===== config.mk =====
export PLATFORM = sky130hd
export DESIGN_NAME = mps_regs
export DESIGN_NICKNAME = d
export VERILOG_FILES = /design/src/design/mps_pkg.sv /design/src/design/mps_regs.sv
export SDC_FILE = /design/constraint.sdc
export NUM_CORES = 1
export LEC_CHECK = 0
export ABC_CLOCK_PERIOD_IN_PS = 3550
export BUFFER_PORTS_ARGS = -buffer_cell sky130_fd_sc_hd__buf_2
export CAP_MARGIN = 20
export CELL_PAD_IN_SITES_DETAIL_PLACEMENT = 1
export CELL_PAD_IN_SITES_GLOBAL_PLACEMENT = 1
export CORE_MARGIN = 8
export CORE_UTILIZATION = 38
export DETAILED_ROUTE_END_ITERATION = 8
export MAX_ROUTING_LAYER = met4
export PLACE_DENSITY = 0.9
export SLEW_MARGIN = 30
export SYNTH_ARGS = -nofsm -noshare
export SYNTH_HDL_FRONTEND = slang
export SYNTH_SLANG_ARGS = --single-unit

===== constraint.sdc =====
create_clock -name clk -period 3.55 [get_ports clk]
set_clock_uncertainty 0.15 [all_clocks]
set_input_delay 0.355 -clock clk [delete_from_list [all_inputs] [get_ports clk]]
set_output_delay 0.355 -clock clk [all_outputs]
set_load 0.03 [all_outputs]

===== src/design/mps_pkg.sv =====
// Shared types, codes and arithmetic helpers for the phi-four Metropolis site update.
// Used by every module of the block; depends on nothing.
`timescale 1ns / 1ps
`default_nettype none
package mps_pkg;

    localparam int SITES_DEFAULT         = 1024;
    localparam int MAX_NEIGHBORS_DEFAULT = 8;
    localparam int SITE_ADDR_MAX_W       = 16;
    localparam int NBR_ADDR_MAX_W        = 21;
    localparam int CNT_MAX_W             = 6;
    localparam int PADDR_W               = 4;
    localparam int PDATA_W               = 32;
    localparam int MUL_W                 = 34;
    localparam int PROD_W                = 2 * MUL_W;

    typedef enum logic [1:0] {
        FUNC_FIELD    = 2'd0,
        FUNC_NEIGHBOR = 2'd1,
        FUNC_INFO     = 2'd2,
        FUNC_UPDATE   = 2'd3
    } mps_func_t;

    typedef enum logic [1:0] {
        REG_STEP_SIZE    = 2'd0,
        REG_MASS_SQUARED = 2'd1,
        REG_COUPLING     = 2'd2
    } mps_reg_t;

    typedef struct packed {
        mps_func_t          func;
        logic [9:0]         site;
        logic [2:0]         slot;
        logic [9:0]         neighbor_site;
        logic [3:0]         neighbor_count;
        logic [15:0]        weight;
        logic signed [23:0] field_value;
        logic signed [15:0] proposal_random;
        logic [15:0]        accept_random;
    } mps_cmd_t;

    typedef struct packed {
        logic [9:0]         updated_site;
        logic               accepted;
        logic signed [23:0] new_value;
    } mps_result_t;

    typedef struct packed {
        logic [15:0]        step_size;
        logic signed [23:0] mass_squared;
        logic [22:0]        coupling;
    } mps_cfg_t;

    typedef struct packed {
        logic                      site_re;
        logic                      field_we;
        logic                      info_we;
        logic [SITE_ADDR_MAX_W-1:0] site_addr;
        logic signed [23:0]        field_wdata;
        logic [CNT_MAX_W-1:0]      info_count;
        logic [15:0]               info_weight;
        logic                      nbr_re;
        logic                      nbr_we;
        logic [NBR_ADDR_MAX_W-1:0] nbr_addr;
        logic [9:0]                nbr_index;
        logic [15:0]               nbr_weight;
    } mps_mem_req_t;

    typedef struct packed {
        logic                 clearing;
        logic signed [23:0]   field;
        logic [CNT_MAX_W-1:0] count;
        logic [15:0]          site_weight;
        logic [9:0]           nbr_index;
        logic [15:0]          nbr_weight;
    } mps_mem_rsp_t;

    // round to nearest, ties toward plus infinity
    function automatic logic signed [PROD_W-1:0] rshr(input logic signed [PROD_W-1:0] v,
                                                       input logic [5:0] s);
        logic signed [PROD_W-1:0] half;
        begin
            half = 68'sd1 <<< (s - 6'd1);
            return (v + half) >>> s;
        end
    endfunction

    // floor(2^32 / k) for k = 1..9
    function automatic logic [32:0] recip(input logic [3:0] k);
        logic [32:0] m;
        begin
            unique case (k)
                4'd1:    m = 33'h1_0000_0000;
                4'd2:    m = 33'h0_8000_0000;
                4'd3:    m = 33'd1431655765;
                4'd4:    m = 33'h0_4000_0000;
                4'd5:    m = 33'd858993459;
                4'd6:    m = 33'd715827882;
                4'd7:    m = 33'd613566756;
                4'd8:    m = 33'h0_2000_0000;
                4'd9:    m = 33'd477218588;
                default: m = 33'd0;
            endcase
            return m;
        end
    endfunction

endpackage
`default_nettype wire


===== src/design/mps_regs.sv =====
// APB configuration registers: step size, mass squared, coupling.
// Depends on mps_pkg.
`timescale 1ns / 1ps
`default_nettype none
module mps_regs
    import mps_pkg::*;
(
    input  wire logic               clk,
    input  wire logic               rst_n,
    input  wire logic               psel,
    input  wire logic               penable,
    input  wire logic               pwrite,
    input  wire logic [PADDR_W-1:0] paddr,
    input  wire logic [PDATA_W-1:0] pwdata,
    output logic [PDATA_W-1:0]      prdata,
    output logic                    pready,
    output mps_cfg_t                cfg
);

    logic [15:0]        step_size_reg;
    logic signed [23:0] mass_squared_reg;
    logic [22:0]        coupling_reg;
    logic               wr_en;

    assign pready = 1'b1;
    assign wr_en  = psel && penable && pwrite;

    always_ff @(posedge clk or negedge rst_n)
    begin
        if (!rst_n)
        begin
            step_size_reg    <= 16'd2048;
            mass_squared_reg <= '0;
            coupling_reg     <= '0;
        end
        else if (wr_en)
        begin
            unique case (paddr[3:2])
                REG_STEP_SIZE:    step_size_reg    <= pwdata[15:0];
                REG_MASS_SQUARED: mass_squared_reg <= pwdata[23:0];
                REG_COUPLING:     coupling_reg     <= pwdata[22:0];
                default:          ;
            endcase
        end
    end

    always_comb
    begin
        unique case (paddr[3:2])
            REG_STEP_SIZE:    prdata = {16'd0, step_size_reg};
            REG_MASS_SQUARED: prdata = {{8{mass_squared_reg[23]}}, mass_squared_reg};
            REG_COUPLING:     prdata = {9'd0, coupling_reg};
            default:          prdata = '0;
        endcase
    end

    assign cfg.step_size    = step_size_reg;
    assign cfg.mass_squared = mass_squared_reg;
    assign cfg.coupling     = coupling_reg;

endmodule
`default_nettype wire


==> results.cfg, run 1 <==
[run_status]
status = finished clean

[floorplan]
die-height_um = 103.2
die_w_um = 103.2
fp.coreArea_um2 = 7292
die_area_um2 = 10650
ios = 137
initial_utilization_pct = 39.62
placementRows = 31

[placed_design]
dpl.cell_count = 420
port_buffers = 125
hpwlAfterDp_um = 6295
placed_area_um2 = 3548
gp_congestion = 0.7256

[timing]
rsz0062_at_grt = false
finalSetupTns_ns = 0
worstMarginPinSlew_ns = 0.9146
maxSlewHeadroom_pct = 38.83
timing.final.crit_share_pct = 73.36
hold_viol = 0
final.min_clock_period_ns = 2.604
timing.hold.ws_ns = 0.1080
setup_violations = 0
fmax_mhz = 384.0
slew_violations = 0

[yosys]
synth_fa_ha_area_share_pct = 0
ys_seq_elements = 63
yosys.area.top_type = dfrtp_1
ys_warn_count = 0
synth_top_cell_area_share_pct = 53.70
syn_nets = 252
synth_simple_gate_area_share_pct = 4.158
synth_top_family_by_area = multiplexers
synth_cells = 211
seq_area_frac_synth_pct = 54.61
synth.area.mux_share_pct = 30.75
syn_area_um2 = 2889
syn_area_per_cell_um2 = 13.69
ys_types = 19
synth_xor_area_share_pct = 0
synth_compound_area_share_pct = 4.894
synth_area_leaders = dfrtp_1 54%, mux2_2 23%, mux2i_1 5.5%, buf_4 3.4%, o21ai_0 2.8%

[critical_path]
reg2reg_depth = 1
cp-start-kind = input pin
critical_path_class = in2out
reg2reg_from = mass_squared_reg[14]
r2r_end = mass_squared_reg[14]
critPathMaxFanout = 21
cp_data_required_time_ns = 3.04
critPathArrivalTime_ns = 2.10
r2r_setup_slack_ns = 2.60
critPathCaptureType = output pin

[min_path]
min-delay-start = pwdata[23]
hold-path-cell-count = 2
hold_class = in2reg
hold-path-endpoint = mass_squared_reg[23]

[detailed_routing]
vias = 2162
m1WireLength_um = 3664
vias_per_cell = 4.947
drtIter0Drc = 25
drc = 0
finalWirelength_um = 8465
wl_met2_um = 4116
wl_per_cell_um = 19.37
dr.max_layer_used = met4
dr_wl_met3_um = 601
first_pass_iters = 3
ant_nets = 0

[global_routing]
grt_pass1_wl_um = 13030
grt.total_usage_pct = 16.94
grt_overflow = 0
antenna_found_initial = 0
first_global_vias = 2427
grt_max_degree = 45

[clocking]
clockRootBuffer = clkbuf_8
cts_tree = done
cts_made_buffers = 9
clk_pin_slew_worst_paths_ns = 0.07
h-tree-depth = 3
cts_setup_buffers = 0
clock_path_buffers = 2
insertion_delay_ns = 0.33
cts_resized = 0
clock_sinks = 63
cts_hold_buf = 0

[finish]
post-route-util_pct = 51.90
final_area_um2 = 3785
nNetsFinal = 374
final.fill_count = 807
mostFrequentLayoutCell = buf_2
drive_above_1_share_pct = 63.31
areaGrowthSynthToFinish_pct = 31.01
largest_reg_flops = 24
mostFrequentLayoutCells = 124 x buf_2, 62 x dfrtp_1, 58 x mux2_2
layoutNonFillerInstCount = 437
diodes = 0

[power_and_ir_drop]
p_per_area_nw_per_um2 = 721.7
ir_drop_mv = 0.3338
p_leak_nw = 1.950

[run]
maxCapViolCount = 0
worst max-delay path by stage:
stage                     cells past startpoint     start                    to
after floorplan                               4  paddr[2]             prdata[0]
after global placement                        4  paddr[2]  mass_squared_reg[10]
after detailed placement                      4  paddr[2]   mass_squared_reg[8]
after CTS                                     6  paddr[3]             prdata[7]
after global routing                          6  paddr[3]             prdata[0]
final                                         6  paddr[3]             prdata[7]
synthesized netlist by cell type:
master    count
mux2i_1      16
clkbuf_1      3
buf_6         3
nand2_1      16
buf_4        13
or3b_1        1
nor3_2        1
dfrtp_1      62
mux2_4        5
o21ai_0      16
and2_1        1
dfstp_2       1
a22o_1        7
nor2b_1       2
nor3b_2       1
conb_1        1
nand3_2       1
mux2_2       58
buf_2         3
through the flow:
step | setup WS, ns | total power, mW
4_1_cts | 0.9457 | 2.766
2_1_floorplan | 1.463 | 1.709
3_3_place_gp | 0.9030 | 2.017
3_5_place_dp | 0.9020 | 2.058
6_report | 0.9456 | 2.732
5_1_grt | 0.8416 | 2.866
worst max-delay path, stage by stage:
cell	delay, ns
buf_2	0.41
nor2b_2	0.59
buf_4	0.31
nand2_1	0.08
o21ai_0	0.10
buf_2	0.24
power breakdown:
group,switching (mW),total (mW),internal (mW)
clock network,0.265,0.699,0.434
registers,0.129,1.02,0.888
logic,0.680,1.01,0.335
metal layers:
metal,vias to the layer above,track usage [%]
met5,-,-
met3,9,5.154
met4,0,5.784
li1,980,-
met1,1093,19.93
met2,80,27.05
cell type report:
cell class                      instances  area [um2]  share of cell area [%]
Tap cell                               99       123.9                   3.273
Multi-Input combinational cell        126        1169                   30.88
Sequential cell                        63        1578                   41.69
Timing Repair Buffer                  133       690.7                   18.25
Clock inverter                          3       65.06                   1.719
Clock buffer                           13       158.9                   4.198
kinds of logic after synthesis:
kind of cell / Yosys count
other: 1
AND/OR/NAND/NOR: 23
flip-flops: 63
multiplexers: 79
buffers and inverters: 22
AO/OA/AOI/OAI: 23
No activity file was read; power rests on OpenSTA's default activity.
==> inputs of run 2 (changes only) <==
ABC_CLOCK_PERIOD_IN_PS = 2200   (was 3550)
CORE_UTILIZATION = 32   (was 38)
PLACE_DENSITY = 0.82   (was 0.9)
clock period = 2.2 ns   (was 3.55 ns; I/O delays follow)
==> results.cfg, run 2 (synthesis results as in run 1) <==
[run_status]
status = finished clean

[timing]
timing.final.crit_share_pct = 82.40
final.min_clock_period_ns = 1.813
worstMarginPinSlew_ns = 0.5422
fmax_mhz = 551.7
slew_violations = 0
setup_violations = 0
maxSlewHeadroom_pct = 63.86
layout_setup_ws_ns = 0.3873
rsz0062_at_grt = false
finalSetupTns_ns = 0
timing.hold.ws_ns = 0.1956
hold_viol = 0

[power_and_ir_drop]
p_per_area_nw_per_um2 = 1064
ir_drop_mv = 0.4528
p_leak_nw = 2.063

[placed_design]
pre_cts_ws_ns = 0.2777
hpwlAfterDp_um = 6501
gp_congestion = 0.7059
port_buffers = 125

[detailed_routing]
drc = 0
vias = 2256
ant_nets = 0
drtIter0Drc = 93
wl_per_cell_um = 19.05
finalWirelength_um = 9049
first_pass_iters = 4
vias_per_cell = 4.749

[clocking]
cts_made_buffers = 9
clk_pin_slew_worst_paths_ns = 0.07
clock_path_buffers = 2
clockRootBuffer = clkbuf_8
h-tree-depth = 3
cts_tree = done
cts_resized = 0
clock_sinks = 63
insertion_delay_ns = 0.33

[global_routing]
met2_usage_pct = 26.27
grt.total_usage_pct = 15.07
grt_pass1_wl_um = 14570
first_global_vias = 2664
grt_overflow = 0
antenna_found_initial = 0
grt.busiest_layer = met2
gr-usage-met1_pct = 16.07
globalRouteMet3Util_pct = 4.600
grt_max_degree = 28

[floorplan]
ios = 137
placementRows = 34
die_w_um = 111.0
die-height_um = 111.0
initial_utilization_pct = 33.13
die_area_um2 = 12320
fp.coreArea_um2 = 8721

[critical_path]
critical_path_class = in2out
critPathCaptureType = output pin
cp-start-kind = input pin
critPathArrivalTime_ns = 1.44
critPathMaxFanout = 16
cp_data_required_time_ns = 1.83

[finish]
mostFrequentLayoutCell = buf_2
drive_above_1_share_pct = 59.67
nNetsFinal = 403
post-route-util_pct = 46.30
diodes = 0
areaGrowthSynthToFinish_pct = 39.76
mostFrequentLayoutCells = 125 x buf_2, 62 x dfrtp_1, 58 x mux2_2
largest_reg_flops = 24

[run]
maxCapViolCount = 0

[min_path]
hold_class = in2async
==> run 2: cell types whose count changed in the layout (fill, tap and decap cells not counted) <==
cell | previous run | this run
clkinv_2 | 1 | 3
clkbuf_8 | 11 | 10
dlygate4sd3_1 | 1 | 25
buf_4 | 8 | 12
buf_2 | 124 | 125
bufinv_16 | 2 | 1
==> run 2: timing repair <==
item	in CTS	in global routing
endpoints found under the hold margin	68	0
buffers inserted	0	0
hold buffers	25	0
==> run 2: path summary, 6_finish.rpt <==
check	slack, ns	startpoint	cells after the start	endpoint
min reg2reg	0.38	coupling_reg[9]	1	coupling_reg[9]
min in group clk	0.38	coupling_reg[9]	1	coupling_reg[9]
max	0.39	paddr[2]	5	prdata[9]
min	0.20	rst_n	2	coupling_reg[8]
max reg2reg	1.26	coupling_reg[5]	1	coupling_reg[5]
max in group asynchronous	1.01	rst_n	3	step_size_reg[1]
==> run 2: routing by layer <==
layer | vias to the layer above | part of all wire [%]
met5 | - | 0
met4 | 0 | 1.0
met3 | 9 | 6.6
met2 | 85 | 52
met1 | 1124 | 40
li1 | 1038 | -
==> run 2: layout make-up <==
cell class,instances,area [um2]
clock inverter,4,45.04
sequential,63,1578
clock buffer,12,145.1
fill,941,4683
multi-input combinational,126,1169
tap,108,135.1
timing repair buffer,162,965.9
==> run 2: worst max-delay path, stage by stage <==
cell	delay, ns
buf_2	0.43
buf_4	0.28
mux2i_1	0.22
o21ai_0	0.10
buf_2	0.19
==> run 2: power by group <==
part | switching (mW) | internal, mW | total (mW) | leakage, nW
Sequential | 0.208 | 1.43 | 1.64 | 0.771
Combinational | 1.10 | 0.572 | 1.68 | 1.19
Clock | 0.430 | 0.550 | 0.980 | 0.100
==> run 2: metrics by stage <==
step | power, mW | area [um2] | cells
3_3_place_gp | 3.268 | 3597 | 434
5_1_grt | 4.527 | 4038 | 475
4_1_cts | 4.357 | 4038 | 475
6_report | 4.298 | 4038 | 475
2_1_floorplan | 2.758 | 2889 | 211
3_5_place_dp | 3.325 | 3597 | 434
